## config.mk

```make
export PLATFORM = sky130hd
export DESIGN_NAME = tbs_div
export DESIGN_NICKNAME = d
export VERILOG_FILES = /design/src/rtl/triangle_barycentric_shader_unit_defines.svh /design/src/rtl/tbs_pkg.sv /design/src/rtl/tbs_div.sv
export SDC_FILE = /design/constraint.sdc
export NUM_CORES = 2
export LEC_CHECK = 0
export BUFFER_PORTS_ARGS = -buffer_cell sky130_fd_sc_hd__buf_4
export CAP_MARGIN = 40
export CORE_MARGIN = 3
export CORE_UTILIZATION = 27
export CTS_BUF_LIST = sky130_fd_sc_hd__clkbuf_8
export DETAILED_ROUTE_END_ITERATION = 8
export GPL_TIMING_DRIVEN = 0
export PLACE_DENSITY_LB_ADDON = 0.15
export SYNTH_ARGS = -nofsm -noshare
export SYNTH_HDL_FRONTEND = slang
export SYNTH_SLANG_ARGS = --single-unit
```

## constraint.sdc

```tcl
create_clock -name clk_i -period 5.8 [get_ports clk_i]
set_clock_uncertainty 0.15 [all_clocks]
set_input_delay 1.16 -clock clk_i [delete_from_list [all_inputs] [get_ports clk_i]]
set_output_delay 1.16 -clock clk_i [all_outputs]
set_load 0.02 [all_outputs]
```

## src/rtl/triangle_barycentric_shader_unit_defines.svh

```systemverilog
// Assertion macros for the triangle barycentric shader unit.
// Needs nothing else; included by files that carry assertions.
`ifndef TRIANGLE_BARYCENTRIC_SHADER_UNIT_DEFINES_SVH
`define TRIANGLE_BARYCENTRIC_SHADER_UNIT_DEFINES_SVH

`ifndef SYNTHESIS
`define TBS_ASSERT_NOW(lbl, clk, rst_n, ante, cons) \
  lbl: assert property (@(posedge clk) disable iff (!rst_n) (ante) |-> (cons)) \
    else $error("tbs: same-cycle check failed");
`define TBS_ASSERT_NEXT(lbl, clk, rst_n, ante, cons) \
  lbl: assert property (@(posedge clk) disable iff (!rst_n) (ante) |=> (cons)) \
    else $error("tbs: next-cycle check failed");
`else
`define TBS_ASSERT_NOW(lbl, clk, rst_n, ante, cons)
`define TBS_ASSERT_NEXT(lbl, clk, rst_n, ante, cons)
`endif

`endif

```

## src/rtl/tbs_pkg.sv

```systemverilog
// Shared constants, register codes and the configuration view type
// for the triangle barycentric shader unit. No dependencies.
package tbs_pkg;

  localparam int COORD_BITS   = 16;
  localparam int CHANNEL_BITS = 8;
  localparam int PIX_W        = 16;
  localparam int CH_OUT_W     = 8;
  localparam int CFG_W        = 32;
  localparam int CFG_IDX_W    = 3;
  localparam int NUM_CH       = 4;
  localparam int NUM_VTX      = 3;

  localparam int DIFF_W = COORD_BITS + 1;
  localparam int PROD_W = 2 * DIFF_W;
  localparam int EDGE_W = PROD_W + 1;
  localparam int W_W    = EDGE_W - 1;
  localparam int SUM_W  = CHANNEL_BITS + W_W;
  localparam int QUOT_W = CHANNEL_BITS;

  localparam int WGT_STAGES = 5;
  localparam int BLD_STAGES = 2;
  localparam int DIV_STAGES = QUOT_W;
  localparam int N_STAGES   = WGT_STAGES + BLD_STAGES + DIV_STAGES;

  typedef enum logic [CFG_IDX_W-1:0] {
    REG_VERTEX_A,
    REG_VERTEX_B,
    REG_VERTEX_C,
    REG_COLOR_A,
    REG_COLOR_B,
    REG_COLOR_C
  } cfg_reg_e;

  typedef struct packed {
    logic signed [COORD_BITS-1:0] ax;
    logic signed [COORD_BITS-1:0] ay;
    logic signed [COORD_BITS-1:0] bx;
    logic signed [COORD_BITS-1:0] by;
    logic signed [DIFF_W-1:0]     abx;
    logic signed [DIFF_W-1:0]     aby;
    logic signed [DIFF_W-1:0]     acx;
    logic signed [DIFF_W-1:0]     acy;
    logic signed [DIFF_W-1:0]     bcx;
    logic signed [DIFF_W-1:0]     bcy;
    logic signed [EDGE_W-1:0]     den;
    logic [W_W-1:0]               den_abs;
    logic [NUM_VTX-1:0][NUM_CH-1:0][CHANNEL_BITS-1:0] col;
  } cfg_view_t;

endpackage

```

## src/rtl/tbs_div.sv

```systemverilog
// Restoring divider, one quotient bit per stage, four channel lanes.
// Divides blended sums by the magnitude of the doubled triangle area; uses tbs_pkg.
module tbs_div import tbs_pkg::*; (
  input  logic                  clk_i,
  input  logic [DIV_STAGES-1:0] en_i,
  input  logic [W_W-1:0]        den_abs_i,
  input  logic [SUM_W-1:0]      sum_i [NUM_CH],
  input  logic                  covered_i,
  output logic [QUOT_W-1:0]     quot_o [NUM_CH],
  output logic                  covered_o
);

  logic [SUM_W-1:0]  rem_q [DIV_STAGES][NUM_CH];
  logic [QUOT_W-1:0] quo_q [DIV_STAGES][NUM_CH];
  logic              cov_q [DIV_STAGES];

  for (genvar k = 0; k < DIV_STAGES; k++) begin : g_stage
    localparam int Bit = QUOT_W - 1 - k;

    logic [SUM_W-1:0]  rem_in [NUM_CH];
    logic [QUOT_W-1:0] quo_in [NUM_CH];
    logic              cov_in;
    logic [SUM_W-1:0]  rem_d  [NUM_CH];
    logic [QUOT_W-1:0] quo_d  [NUM_CH];
    logic [SUM_W-1:0]  trial;

    if (k == 0) begin : g_first
      assign rem_in = sum_i;
      assign cov_in = covered_i;
      always_comb begin
        for (int ch = 0; ch < NUM_CH; ch++) begin
          quo_in[ch] = '0;
        end
      end
    end else begin : g_next
      assign rem_in = rem_q[k-1];
      assign quo_in = quo_q[k-1];
      assign cov_in = cov_q[k-1];
    end

    assign trial = SUM_W'(den_abs_i) << Bit;

    // uncovered lanes keep a zero quotient
    always_comb begin
      logic ge;
      for (int ch = 0; ch < NUM_CH; ch++) begin
        ge             = cov_in && (rem_in[ch] >= trial);
        rem_d[ch]      = ge ? (rem_in[ch] - trial) : rem_in[ch];
        quo_d[ch]      = quo_in[ch];
        quo_d[ch][Bit] = ge;
      end
    end

    always_ff @(posedge clk_i) begin
      if (en_i[k]) begin
        rem_q[k] <= rem_d;
        quo_q[k] <= quo_d;
        cov_q[k] <= cov_in;
      end
    end
  end

  assign quot_o    = quo_q[DIV_STAGES-1];
  assign covered_o = cov_q[DIV_STAGES-1];

endmodule

```

After elaboration in Yosys (flattened, before gate mapping)
Memory sizes are Yosys's and may differ from the RTL's.
Index checks and enable logic that the tools add are counted.
- register bits: 0
- memory bits (writable): 1608
- bits of input ports: 212
- output and inout port bits: 33
- word-level logic and storage cells: 147
- memories: 3
- memories (memory ; words ; bits a word ; rd ports ; clocked after Yosys merged registers in ; wr ports ; line ; source):
    rem_q ; 8 ; 168 ; 7 ; 0 ; 8 ; tbs_div.sv:13 ; logic [SUM_W-1:0] rem_q [DIV_STAGES][NUM_CH];
    quo_q ; 8 ; 32 ; 8 ; 0 ; 8 ; tbs_div.sv:14 ; logic [QUOT_W-1:0] quo_q [DIV_STAGES][NUM_CH];
    cov_q ; 8 ; 1 ; 8 ; 0 ; 8 ; tbs_div.sv:15 ; logic cov_q [DIV_STAGES];
- $add $sub $neg: 32
- $lt $le $gt $ge: 32
- multiplexer cells: 48
- reduce and logical (&&, ||, !) cells: 32
- operators with widths (kind ; count):
    42-bit two-way mux ; 32
    42-bit by 34-bit greater-or-equal comparator with 1-bit output ; 4
    42-bit by 35-bit greater-or-equal comparator with 1-bit output ; 4
    42-bit by 36-bit greater-or-equal comparator with 1-bit output ; 4
    42-bit by 37-bit greater-or-equal comparator with 1-bit output ; 4
    42-bit by 38-bit greater-or-equal comparator with 1-bit output ; 4
    42-bit by 39-bit greater-or-equal comparator with 1-bit output ; 4
    42-bit by 40-bit greater-or-equal comparator with 1-bit output ; 4
    42-bit by 41-bit greater-or-equal comparator with 1-bit output ; 4
    42-bit by 34-bit subtractor with 42-bit output ; 4
    42-bit by 35-bit subtractor with 42-bit output ; 4
    42-bit by 36-bit subtractor with 42-bit output ; 4
    42-bit by 37-bit subtractor with 42-bit output ; 4
    42-bit by 38-bit subtractor with 42-bit output ; 4
    42-bit by 39-bit subtractor with 42-bit output ; 4
    42-bit by 40-bit subtractor with 42-bit output ; 4
    42-bit by 41-bit subtractor with 42-bit output ; 4
    1-bit logical AND ; 32
    1-bit two-way mux ; 16

Logic depth before layout (Yosys ltp)
An unclocked memory read counts as a cell.
- word-level depth: 4
- gate-level depth with buffers: 17
- mapped depth without buffers: 16

Worst setup path before layout
OpenSTA, ideal clock, no wires.
- path kind: input to register
- start: input port den_abs_i[1]
- end: memory rem_q[3][165] in the netlist's numbering (data pin)
- setup time: 0.260 ns
- arrival time: 5.027 ns
- slack: 0.364 ns
- cell stages on the path: 13
- cells stage by stage: inv_1 > ha_1 > nor2b_1 > o21ai_0 > a21oi_1 > o41a_1 > a41oi_1 > o21a_1 > nor4_1 > or3_1 > o41ai_2 > o221ai_1 > xnor2_1
- RTL lines (what ; line ; source):
    start: declaration ; tbs_div.sv:6 ; input logic [W_W-1:0] den_abs_i,
    end: declaration ; tbs_div.sv:13 ;

==> qor.tcl <==
set qor(route.detailed.vias_per_inst) 5.249
set qor(boundaryPins) 245
set qor(synth-edff-count) 1328
set qor(yosys_warnings) 0
set qor(cts_sinks) 1328
set qor(max-cap-violations) 0
set qor(floorplan.initialDensity_pct) 27.20
set qor(power.clock.fraction_pct) 23.7
set qor(timing.fmax_mhz) 177.5
set qor(post-synth-top-area-fraction_pct) 38.24
set qor(nFillCells) 39490
set qor(layout-drive-gt1-share_pct) 9.798
set qor(seqPwrFrac_pct) 35.7
set qor(switching_share_pct) 37.82
set qor(cts_inserted_buffers) 243
set qor(ys_top_cells_by_count) {1328 x edfxtp_1, 1118 x nand2_1, 1088 x ha_1}
set qor(worst_pin_slew_ns) 0.9603
set qor(yosysTopAreaCell) {edfxtp_1}
set qor(net_count_after_synthesis) 12150
set qor(groute.layer.met1.usage_pct) 29.30
set qor(grt-busiest-layer) {met1}
set qor(yosys_most_used_dff) {edfxtp_1}
set qor(die-area_um2) 393700
set qor(design_internal_power_uw) 24560
set qor(synth-seq-area-share_pct) 38.24
set qor(final_net_count) 12700
set qor(syn-mean-instance-area_um2) 9.635
set qor(p_per_area_nw_per_um2) 332.2
set qor(timing.critical_path.to_type) {register}
set qor(p_comb_share_pct) 40.6
set qor(yosys-top-cells-area) {edfxtp_1 38%, ha_1 13%, o21ai_0 5.1%}
set qor(finalSetupViolCount) 0
set qor(grt_first_pass_wirelength_um) 548200
set qor(number_of_library_cell_types_mapped_by_synthesis) 102
set qor(final.min_clock_period_ns) 5.634
set qor(post-cts-setup-buffer-count) 0
set qor(synth.ff_latch_count) 1328
set qor(synthMostInstantiatedCell) {edfxtp_1}
set qor(horizontal_die_dimension_um) 627.5
set qor(place.port_buffers) 244
set qor(cts_max_path_buffers) 4
set qor(drtAntennaViolNets) 0
set qor(finalHoldViolCount) 0
set qor(pnr_worst_setup_slack_ns) 0.1665
set qor(place_area_um2) 113900
set qor(rsz0062_at_grt) {false}
set qor(detailed_route_wire_length_per_cell_um) 22.45
set qor(final_wl_um) 373000
set qor(outcome) {finished clean}
set qor(clk-insertion-delay-late_ns) 1.03
set qor(maxSlewHeadroom_pct) 35.39
set qor(use_met2_pct) 25.35
set qor(static-leakage-power_uw) 0.04781
set qor(timing.critical_path.fanout_max) 23
set qor(drt_iter0_markers) 7522
set qor(postSynth.asyncResetShare_pct) 0
set qor(route.vias.total) 87200
set qor(critical_path_class) {primary input to register}
set qor(gr-usage-met3_pct) 1.881
set qor(hpwlAfterDp_um) 275700
set qor(crit_required_ns) 6.37
set qor(fin_hold_ws_ns) 0.1999
set qor(grt_pass1_vias) 84440
set qor(synthesis.instances) 10820
set qor(clk_pin_slew_ns) 0.06
set qor(synth_area_um2) 104300
set qor(grt_max_degree) 117
set qor(clock_tree_from_tritoncts) {built}
set qor(area_growth_pct) 14.01
set qor(holdCritPathClass) {primary input to register}
set qor(placeableCoreArea_um2) 383400
set qor(finalCritPeriodShare_pct) 97.13
set qor(clock_tree.root_cell) {clkbuf_8}
set qor(final_core_util_pct) 31.01
set qor(place.gp.congestion) 0.8785
set qor(h-tree-depth) 4
set qor(pre_cts_slack_ns) -1.181
set qor(drt_pre_antenna_iters) 6
set qor(remaining_drc_errors) 0
set qor(switchingPower_uw) 14940
set qor(die_h_um) 627.5
set qor(worstSetupStartpointType) {primary input}
set qor(grt_antenna_before_repair) 18
set qor(placement_rows) 227
set qor(maxSlewViolCount) 0
set qor(grt_overflow_total) 0
set qor(stdcell_area_um2) 118900
set qor(critical_path_arrival_ns) 6.20
set qor(overall_routing_resource_usage_pct) 18.37
set qor(vdd.ir_drop.worst_v) 0.0001771
## cell usage in the layout, fill, tap and decap left out, types with 36 or more instances in the layout
| cell | instances |
|---|---|
| o21a_1 | 132 |
| buf_2 | 67 |
| nor2_1 | 577 |
| xor2_1 | 416 |
| nand3_1 | 202 |
| buf_4 | 241 |
| a21boi_0 | 36 |
| mux2_2 | 282 |
| a21o_1 | 562 |
| xnor2_1 | 516 |
| clkbuf_8 | 247 |
| nand2_1 | 1118 |
| or3_1 | 39 |
| o21ai_0 | 1060 |
| clkinv_2 | 41 |
| a211oi_1 | 77 |
| a31oi_1 | 96 |
| a21oi_1 | 933 |
| o31ai_1 | 68 |
| clkbuf_1 | 219 |
| nand2b_1 | 149 |
| and2_1 | 43 |
| buf_16 | 47 |
| o211ai_1 | 51 |
| nor4_1 | 80 |
| nor2b_1 | 166 |
| and3_1 | 106 |
| ha_1 | 1088 |
| nor3_1 | 159 |
| edfxtp_1 | 1328 |
| clkinv_1 | 57 |
| o21bai_1 | 124 |
| inv_1 | 337 |
| nand4_1 | 191 |
## layer usage
| metal | wire length, um | part of all wire (%) |
|---|---|---|
| met2 | 145100 | 39 |
| met1 | 197900 | 53 |
| met3 | 18160 | 4.9 |
| met4 | 11750 | 3.1 |
| met5 | 17 | 0.0046 |
## per-stage QoR
step	std cells	total power (uW)	setup TNS [ns]
floorplan	10820	25240	0
global placement	16110	29780	-3453.22
detailed placement	16160	30030	-449.33
CTS	16600	39760	0
global route	16610	42310	0
finish	16610	39500	0
## final timing paths
check | from | to | slack [ns] | depth (start not counted)
worst max-delay path | den_abs_i[1] | rem_q[0][118]$_DFFE_PP_ | 0.17 | 17
worst min-delay path | sum_i[1] | rem_q[0][1]$_DFFE_PP_ | 0.20 | 1
worst max register to register | rem_q[4][2]$_DFFE_PP_ | rem_q[5][2]$_DFFE_PP_ | 0.73 | 15
worst min register to register | quo_q[1][4]$_DFFE_PP_ | quo_q[1][36]$_DFFE_PP_ | 0.23 | 0
## power groups by stage
stage	Clock, uW	Combinational, uW	Sequential, uW
4_1_cts	9810	15900	14100
3_5_place_dp	0	15800	14200
6_report	9370	16000	14100
2_1_floorplan	0	11700	13600
5_1_grt	10200	17900	14200
3_3_place_gp	0	15500	14300
## state kept, by name, summed over array words and instances, names as in the netlist
register	count
quo_q	144
cov_q	8
rem_q	1176
## critical path, stage by stage
cell	delay, ns
buf_4	0.28
buf_16	0.34
inv_8	0.21
buf_16	0.25
ha_1	0.40
nor2b_1	0.16
o2111a_1	0.26
nor4_1	0.47
o21ai_0	0.36
a2111oi_2	0.56
o31ai_1	0.23
nor2b_1	0.21
a22oi_1	0.17
o21a_1	0.15
buf_2	0.25
buf_2	0.36
o21ai_0	0.20
## logic make-up (layout without fill, tap and decap cells)
kind of cell	count (synthesis)	count (layout)	synth area share, %
xor gates and xnor gates	932	932	7.828
other	0	12	0
and+or+nand+nor	2988	2988	13.69
muxes	301	301	3.238
AOI/OAI and AO/OA	3525	3525	21.03
buffers and inverters	633	1374	2.377
adders and majority gates	1116	1116	13.59
DFF	1328	1328	38.24
## layout make-up
type	count	area [um^2]	area share, %
inverters	322	1296	1.090
diodes	12	30.03	0.02526
well taps	5038	6304	5.302
clock buffers	247	3400	2.859
repair buffers	300	3269	2.750
plain buffers	311	1272	1.070
flip-flops and latches	1328	39880	33.54
multi-input cells	8862	61920	52.08
clock inverters	194	1520	1.279
## what timing repair did
action | 4_1_cts | 5_1_grt
pin swaps | 0 | 1
hold buffers | 0 | 0
endpoints found under the hold margin | 0 | 0
resized for setup | 1 | 4
endpoints found under the setup margin | 1 | 28
Power figures use the tool's default switching activity.
