--- src/rtl/triangle_barycentric_shader_unit_defines.svh ---
// Assertion macros for the triangle barycentric shader unit.
// Needs nothing else; included by files that carry assertions.
`ifndef TRIANGLE_BARYCENTRIC_SHADER_UNIT_DEFINES_SVH
`define TRIANGLE_BARYCENTRIC_SHADER_UNIT_DEFINES_SVH

`ifndef SYNTHESIS
`define TBS_ASSERT_NOW(lbl, clk, rst_n, ante, cons) \
  lbl: assert property (@(posedge clk) disable iff (!rst_n) (ante) |-> (cons)) \
    else $error("tbs: same-cycle check failed");
`define TBS_ASSERT_NEXT(lbl, clk, rst_n, ante, cons) \
  lbl: assert property (@(posedge clk) disable iff (!rst_n) (ante) |=> (cons)) \
    else $error("tbs: next-cycle check failed");
`else
`define TBS_ASSERT_NOW(lbl, clk, rst_n, ante, cons)
`define TBS_ASSERT_NEXT(lbl, clk, rst_n, ante, cons)
`endif

`endif

--- src/rtl/tbs_pkg.sv ---
// Shared constants, register codes and the configuration view type
// for the triangle barycentric shader unit. No dependencies.
package tbs_pkg;

  localparam int COORD_BITS   = 16;
  localparam int CHANNEL_BITS = 8;
  localparam int PIX_W        = 16;
  localparam int CH_OUT_W     = 8;
  localparam int CFG_W        = 32;
  localparam int CFG_IDX_W    = 3;
  localparam int NUM_CH       = 4;
  localparam int NUM_VTX      = 3;

  localparam int DIFF_W = COORD_BITS + 1;
  localparam int PROD_W = 2 * DIFF_W;
  localparam int EDGE_W = PROD_W + 1;
  localparam int W_W    = EDGE_W - 1;
  localparam int SUM_W  = CHANNEL_BITS + W_W;
  localparam int QUOT_W = CHANNEL_BITS;

  localparam int WGT_STAGES = 5;
  localparam int BLD_STAGES = 2;
  localparam int DIV_STAGES = QUOT_W;
  localparam int N_STAGES   = WGT_STAGES + BLD_STAGES + DIV_STAGES;

  typedef enum logic [CFG_IDX_W-1:0] {
    REG_VERTEX_A,
    REG_VERTEX_B,
    REG_VERTEX_C,
    REG_COLOR_A,
    REG_COLOR_B,
    REG_COLOR_C
  } cfg_reg_e;

  typedef struct packed {
    logic signed [COORD_BITS-1:0] ax;
    logic signed [COORD_BITS-1:0] ay;
    logic signed [COORD_BITS-1:0] bx;
    logic signed [COORD_BITS-1:0] by;
    logic signed [DIFF_W-1:0]     abx;
    logic signed [DIFF_W-1:0]     aby;
    logic signed [DIFF_W-1:0]     acx;
    logic signed [DIFF_W-1:0]     acy;
    logic signed [DIFF_W-1:0]     bcx;
    logic signed [DIFF_W-1:0]     bcy;
    logic signed [EDGE_W-1:0]     den;
    logic [W_W-1:0]               den_abs;
    logic [NUM_VTX-1:0][NUM_CH-1:0][CHANNEL_BITS-1:0] col;
  } cfg_view_t;

endpackage

--- src/rtl/tbs_setup.sv ---
// Configuration registers and the per-triangle values derived from them
// (edge vectors, doubled area, its magnitude). Depends on tbs_pkg.
module tbs_setup import tbs_pkg::*; (
  input  logic                 clk_i,
  input  logic                 rst_ni,
  input  logic                 cfg_we_i,
  input  logic [CFG_IDX_W-1:0] cfg_idx_i,
  input  logic [CFG_W-1:0]     cfg_data_i,
  output cfg_view_t            cfg_o
);

  logic [CFG_W-1:0] vtx_a_q, vtx_b_q, vtx_c_q;
  logic [CFG_W-1:0] col_a_q, col_b_q, col_c_q;

  logic signed [COORD_BITS-1:0] ax, ay, bx, by, cx, cy;

  logic signed [DIFF_W-1:0] abx_q, aby_q, acx_q, acy_q, bcx_q, bcy_q;
  logic signed [PROD_W-1:0] dp0_q, dp1_q;
  logic signed [EDGE_W-1:0] den_q, den_neg;
  logic [W_W-1:0]           den_abs_q;

  always_ff @(posedge clk_i or negedge rst_ni) begin
    if (!rst_ni) begin
      vtx_a_q <= '0;
      vtx_b_q <= '0;
      vtx_c_q <= '0;
      col_a_q <= '0;
      col_b_q <= '0;
      col_c_q <= '0;
    end else if (cfg_we_i) begin
      case (cfg_idx_i)
        REG_VERTEX_A: vtx_a_q <= cfg_data_i;
        REG_VERTEX_B: vtx_b_q <= cfg_data_i;
        REG_VERTEX_C: vtx_c_q <= cfg_data_i;
        REG_COLOR_A:  col_a_q <= cfg_data_i;
        REG_COLOR_B:  col_b_q <= cfg_data_i;
        REG_COLOR_C:  col_c_q <= cfg_data_i;
        default: ;
      endcase
    end
  end

  assign ax = vtx_a_q[COORD_BITS-1:0];
  assign ay = vtx_a_q[2*COORD_BITS-1 -: COORD_BITS];
  assign bx = vtx_b_q[COORD_BITS-1:0];
  assign by = vtx_b_q[2*COORD_BITS-1 -: COORD_BITS];
  assign cx = vtx_c_q[COORD_BITS-1:0];
  assign cy = vtx_c_q[2*COORD_BITS-1 -: COORD_BITS];

  assign den_neg = -den_q;

  always_ff @(posedge clk_i or negedge rst_ni) begin
    if (!rst_ni) begin
      abx_q     <= '0;
      aby_q     <= '0;
      acx_q     <= '0;
      acy_q     <= '0;
      bcx_q     <= '0;
      bcy_q     <= '0;
      dp0_q     <= '0;
      dp1_q     <= '0;
      den_q     <= '0;
      den_abs_q <= '0;
    end else begin
      abx_q     <= DIFF_W'(bx) - DIFF_W'(ax);
      aby_q     <= DIFF_W'(by) - DIFF_W'(ay);
      acx_q     <= DIFF_W'(cx) - DIFF_W'(ax);
      acy_q     <= DIFF_W'(cy) - DIFF_W'(ay);
      bcx_q     <= DIFF_W'(cx) - DIFF_W'(bx);
      bcy_q     <= DIFF_W'(cy) - DIFF_W'(by);
      dp0_q     <= abx_q * acy_q;
      dp1_q     <= aby_q * acx_q;
      den_q     <= EDGE_W'(dp0_q) - EDGE_W'(dp1_q);
      den_abs_q <= den_q[EDGE_W-1] ? den_neg[W_W-1:0] : den_q[W_W-1:0];
    end
  end

  always_comb begin
    cfg_o         = '0;
    cfg_o.ax      = ax;
    cfg_o.ay      = ay;
    cfg_o.bx      = bx;
    cfg_o.by      = by;
    cfg_o.abx     = abx_q;
    cfg_o.aby     = aby_q;
    cfg_o.acx     = acx_q;
    cfg_o.acy     = acy_q;
    cfg_o.bcx     = bcx_q;
    cfg_o.bcy     = bcy_q;
    cfg_o.den     = den_q;
    cfg_o.den_abs = den_abs_q;
    for (int ch = 0; ch < NUM_CH; ch++) begin
      cfg_o.col[0][ch] = CHANNEL_BITS'(col_a_q >> (ch * CHANNEL_BITS));
      cfg_o.col[1][ch] = CHANNEL_BITS'(col_b_q >> (ch * CHANNEL_BITS));
      cfg_o.col[2][ch] = CHANNEL_BITS'(col_c_q >> (ch * CHANNEL_BITS));
    end
  end

endmodule

--- config.mk ---
export PLATFORM = sky130hd
export DESIGN_NAME = tbs_setup
export DESIGN_NICKNAME = d
export VERILOG_FILES = /design/src/rtl/triangle_barycentric_shader_unit_defines.svh /design/src/rtl/tbs_pkg.sv /design/src/rtl/tbs_setup.sv
export SDC_FILE = /design/constraint.sdc
export NUM_CORES = 2
export LEC_CHECK = 0
export BUFFER_PORTS_ARGS = -buffer_cell sky130_fd_sc_hd__buf_2
export CELL_PAD_IN_SITES_DETAIL_PLACEMENT = 1
export CELL_PAD_IN_SITES_GLOBAL_PLACEMENT = 1
export CORE_ASPECT_RATIO = 1.25
export CORE_UTILIZATION = 47
export CTS_BUF_LIST = sky130_fd_sc_hd__clkbuf_2 sky130_fd_sc_hd__clkbuf_4 sky130_fd_sc_hd__clkbuf_8
export DETAILED_ROUTE_END_ITERATION = 10
export PLACE_DENSITY = 0.84
export SYNTH_ARGS = -nofsm -noshare
export SYNTH_HDL_FRONTEND = slang
export SYNTH_SLANG_ARGS = --single-unit
export TNS_END_PERCENT = 100
--- constraint.sdc ---
create_clock -name clk_i -period 19 [get_ports clk_i]
set_clock_uncertainty 0.15 [all_clocks]
set_input_delay 0 -clock clk_i [delete_from_list [all_inputs] [get_ports clk_i]]
set_output_delay 0 -clock clk_i [all_outputs]
set_load 0.01 [all_outputs]
---- Word-level counts from Yosys, hierarchy flattened ----
Cells that the tools add are included.
word-level totals
  word-level logic and storage cells ...... 39
  bits of input ports ..................... 38
  register bits ........................... 431
  output and inout port bits .............. 331
operators by class
  multiply operators ...................... 2
  mux-type cells .......................... 1
  $add $sub $neg .......................... 8
  reduce and logical (&&, ||, !) cells .... 7
  eq/ne operators ......................... 5
operator list
  cell                count
  $sub 16x16->17      6
  $mul 17x17->34      2
  $sub 34x34->35      1
  $mux 34             1
  $neg 34->34         1
  $reduce_and 2->1    6
  $eq 3x2->1 const B  2
  $eq 3x3->1 const B  2
  $eq 3x1->1 const B  1
  $logic_not 3->1     1

---- Longest topological paths before layout ----
  word-level depth ........................ 2
  gate-level depth with buffers ........... 25
  mapped depth without buffers ............ 24

---- Worst setup path before layout ----
OpenSTA, ideal clock, no wires.
  path kind ............................... register to register
  start point ............................. reg acy_q[8]
  end point ............................... reg dp0_q[33]
  setup slack ............................. 12439 ps
  arrival ................................. 6331 ps
  required time ........................... 18770 ps
  buffers on the path ..................... 2
  period minus slack after synthesis ...... 6561 ps
  stages on the path, launching flop included .. 23
  setup time .............................. 80 ps
  path through ............................ dfrtp_1 > clkbuf_1 > clkbuf_1 > nand2_1 > fa_1 > inv_1 > fa_1 > fa_1 > fa_1 > fa_1 > inv_1 > fa_1 > inv_1 > ha_1 > a2111oi_0 > nand2_1 > o21ai_0 > o21ai_0 > a211oi_1 > nor3_1 > or3_1 > a21oi_1 > xnor2_1
between the ends
  cells in the longest elaborated chain, start to end .. 1
ends and longest elaborated chain
  item                    RTL line         text
  from (decl)             tbs_setup.sv:17  logic signed [DIFF_W-1:0] abx_q, aby_q, acx_q, acy_q, bcx_q, bcy_q;
  from (signal assigned)  tbs_setup.sv:68  acy_q <= DIFF_W'(cy) - DIFF_W'(ay);
  $mul 17x17->34          tbs_setup.sv:71  dp0_q <= abx_q * acy_q;
  to (signal assigned)    tbs_setup.sv:71
  to (decl)               tbs_setup.sv:18  logic signed [PROD_W-1:0] dp0_q, dp1_q;
No other way between the ends.
A chain may end at the register's enable or synchronous reset.

---- Final worst setup path ----
  start point ............................. reg abx_q[16]
  end point ............................... reg dp0_q[33]
between the ends
  cells in the longest elaborated chain, start to end .. 1
ends and longest elaborated chain
  item                    RTL line         text
  from (decl)             tbs_setup.sv:17
  from (signal assigned)  tbs_setup.sv:65  abx_q <= DIFF_W'(bx) - DIFF_W'(ax);
  $mul 17x17->34          tbs_setup.sv:71
No other way between the ends.

==> flow_metrics.py <==
metrics = {
    "layout": {
        "area_growth_pct": 13.2,
        "layout-drive-gt1-share_pct": 14.5,
        "fin_nets": 5437,
        "final_common_cell": "inv_1",
        "layout_common_cells": "inv_1, fa_1, dfrtp_1, nand2_1, buf_2",
    },
    "critical_path": {
        "worstPathArrival_ns": 7.98,
        "crit_type": "reg2reg",
        "critPathLaunchType": "register",
        "rr_startpoint": "abx_q[16]",
        "critPathLaunch": "abx_q[16]",
        "cp.required_ns": 19.43,
        "crit_fanout": 18,
        "end_kind": "register",
    },
    "routing": {
        "drtIter0Drc": 1639,
        "wire_per_inst_um": 24.3,
        "vias": 31823,
        "drtPass1Iterations": 9,
        "viasPerCell": 5.57,
        "drc": 4,
        "drtAntennaViolNets": 0,
        "routed_wl_um": 139000,
    },
    "flow_run": {
        "maxCapViolCount": 0,
    },
    "worst_hold_path": {
        "hp-class": "in2reg",
        "hold_start": "cfg_data_i[28]",
    },
    "floorplanning": {
        "core_mm2": 0.0871,
        "rows": 121,
        "die_y_um": 333,
        "die_area_mm2": 0.0889,
        "ios": 369,
        "start_util_pct": 47.4,
        "die_w_um": 267,
    },
    "sta": {
        "drv_slew": 0,
        "worst_pin_slew_ns": 1.13,
        "hold_viol": 0,
        "fin_crit_ns": 7.55,
        "rsz0062_at_grt": "false",
        "setup_tns_ns": 0,
        "fin_crit_sh_pct": 39.7,
        "relSlewSlack_pct": 24.9,
        "clock.fmax_mhz": 132,
        "finalSetupViolCount": 0,
    },
    "synthesis": {
        "syn-cell-area_mm2": 0.0412,
        "ys_seq_area_share_pct": 26.2,
        "avgSynthCellArea_um2": 10.1,
        "ys_types": 63,
        "synth_edf_count": 0,
        "syn_inst": 4075,
        "synth_nets": 5013,
        "yosysWarnings": 0,
        "synth_top_flop_cell": "dfrtp_1",
        "ys_ff_latch": 431,
        "synth-async-reset-ratio_pct": 100,
    },
    "placement": {
        "io_buffers": 368,
        "hpwl_um": 103000,
        "gp_congestion": 0.902,
    },
    "clock_network": {
        "path_clk_slew_ns": 0.06,
        "cts.path.max_buffers": 3,
        "cts_buffers": 75,
        "clock_latency_ns": 0.72,
        "tritoncts": "built",
        "htree_levels": 3,
        "root_buffer": "clkbuf_8",
        "cts.sinks": 431,
    },
    "grt": {
        "grt_max_degree": 179,
        "grt_pass1_vias": 37587,
        "overflow": 0,
        "antenna_found_initial": 6,
        "grt_use_total_pct": 32.0,
        "grt_pass1_wl_um": 216000,
    },
    "outcome": {
        "outcome": "finished, violations left",
        "violations": "design-rule violations",
    },
}
-- worst max-delay path, stage by stage (launching register included) --
cell	delay, ns
dfrtp_1	0.79
nand2_1	0.21
inv_1	0.18
fa_1	0.60
fa_1	0.58
fa_1	0.46
fa_1	0.51
fa_1	0.49
inv_1	0.05
fa_1	0.48
inv_1	0.04
ha_1	0.33
a2111oi_0	0.71
nand2_1	0.10
o21ai_0	0.16
o21ai_0	0.18
a211oi_1	0.46
nor3_1	0.17
or3_1	0.38
a21oi_1	0.23
xnor2_1	0.15
-- final timing paths --
kind                       slack [ns]      endpoint  cells past startpoint
max reg2reg                     11.45     dp0_q[33]                     20
max                             11.45     dp0_q[33]                     20
min in group asynchronous        0.43     dp0_q[15]                      4
max in group asynchronous       17.28     den_q[27]                      4
min                              0.03   vtx_a_q[28]                      4
min reg2reg                      0.28  den_abs_q[0]                      0
-- synthesized netlist by cell type (19+ instances only) --
| cell | number | area [um2] |
|---|---|---|
| xor2_1 | 29 | 254 |
| mux2_2 | 126 | 1420 |
| a21oi_1 | 115 | 576 |
| nand2_1 | 422 | 1580 |
| nor2_1 | 129 | 484 |
| fa_1 | 599 | 12000 |
| clkbuf_1 | 106 | 398 |
| nor2b_1 | 27 | 169 |
| or3_1 | 27 | 169 |
| nand3_1 | 36 | 180 |
| and2_1 | 284 | 1780 |
| a2111oi_0 | 19 | 166 |
| o21ai_0 | 147 | 736 |
| o21a_1 | 31 | 233 |
| ha_1 | 301 | 3770 |
| nor3_1 | 41 | 205 |
| dfrtp_1 | 431 | 10800 |
| a21o_1 | 40 | 300 |
| inv_1 | 777 | 2920 |
| xnor2_1 | 167 | 1460 |
| nand2b_1 | 30 | 188 |
-- state kept, by name, summed over array words and instances (netlist names), 32 cells and up --
name / count
vtx_c_q: 32
col_b_q: 32
den_abs_q: 34
dp1_q: 34
dp0_q: 34
den_q: 35
vtx_a_q: 32
vtx_b_q: 32
col_a_q: 32
col_c_q: 32
-- per-layer routing --
layer	vias to the layer above	share of wire, %	GRT usage (%)
li1	13566	-	-
met1	16521	35	33.8
met2	1220	52	58.2
met3	514	5.9	6.25
met4	2	6.8	19.5
met5	-	0.0094	0
-- cell type report --
class                   count  area [um2]
repair buffers            462        2780
multi-input cells        2752       27100
clock inverters            12         204
clock buffers             112        1400
flip-flops and latches    431       10800
inverters                 777        2920
fillers                  9726       40400
diodes                      4        10.0
well taps                1168        1460
-- metrics by stage --
stage,utilization [%],hold slack (ns),instances,instance area (um2),setup WS (ns)
2_1_floorplan,-,-0.446,4075,41200,12.44
3_3_place_gp,50.9,-0.114,5515,44300,11.86
3_5_place_dp,50.9,-0.106,5515,44300,11.55
4_1_cts,53.6,0.00245,5714,46700,11.48
5_1_grt,53.6,0.0469,5716,46700,11.03
6_report,53.6,0.0306,5718,46700,11.45
-- logic make-up after synthesis --
| group | share of synthesized area [%] |
|---|---|
| compound gates | 7.30 |
| fa+ha+maj | 38.2 |
| xor+xnor | 4.16 |
| simple gates | 12.6 |
| flops | 26.2 |
| mux | 3.44 |
| buf+inv | 8.12 |
-- timing repair --
action | 4_1_cts | 5_1_grt
buffers inserted | 0 | 0
endpoints found under the hold margin | 280 | 0
hold buffers | 75 | 0
resized for setup | 0 | 0
Power is left out: the tool's default activity adds up to more than one toggle a clock period on the data nets, which glitch-free logic cannot reach.
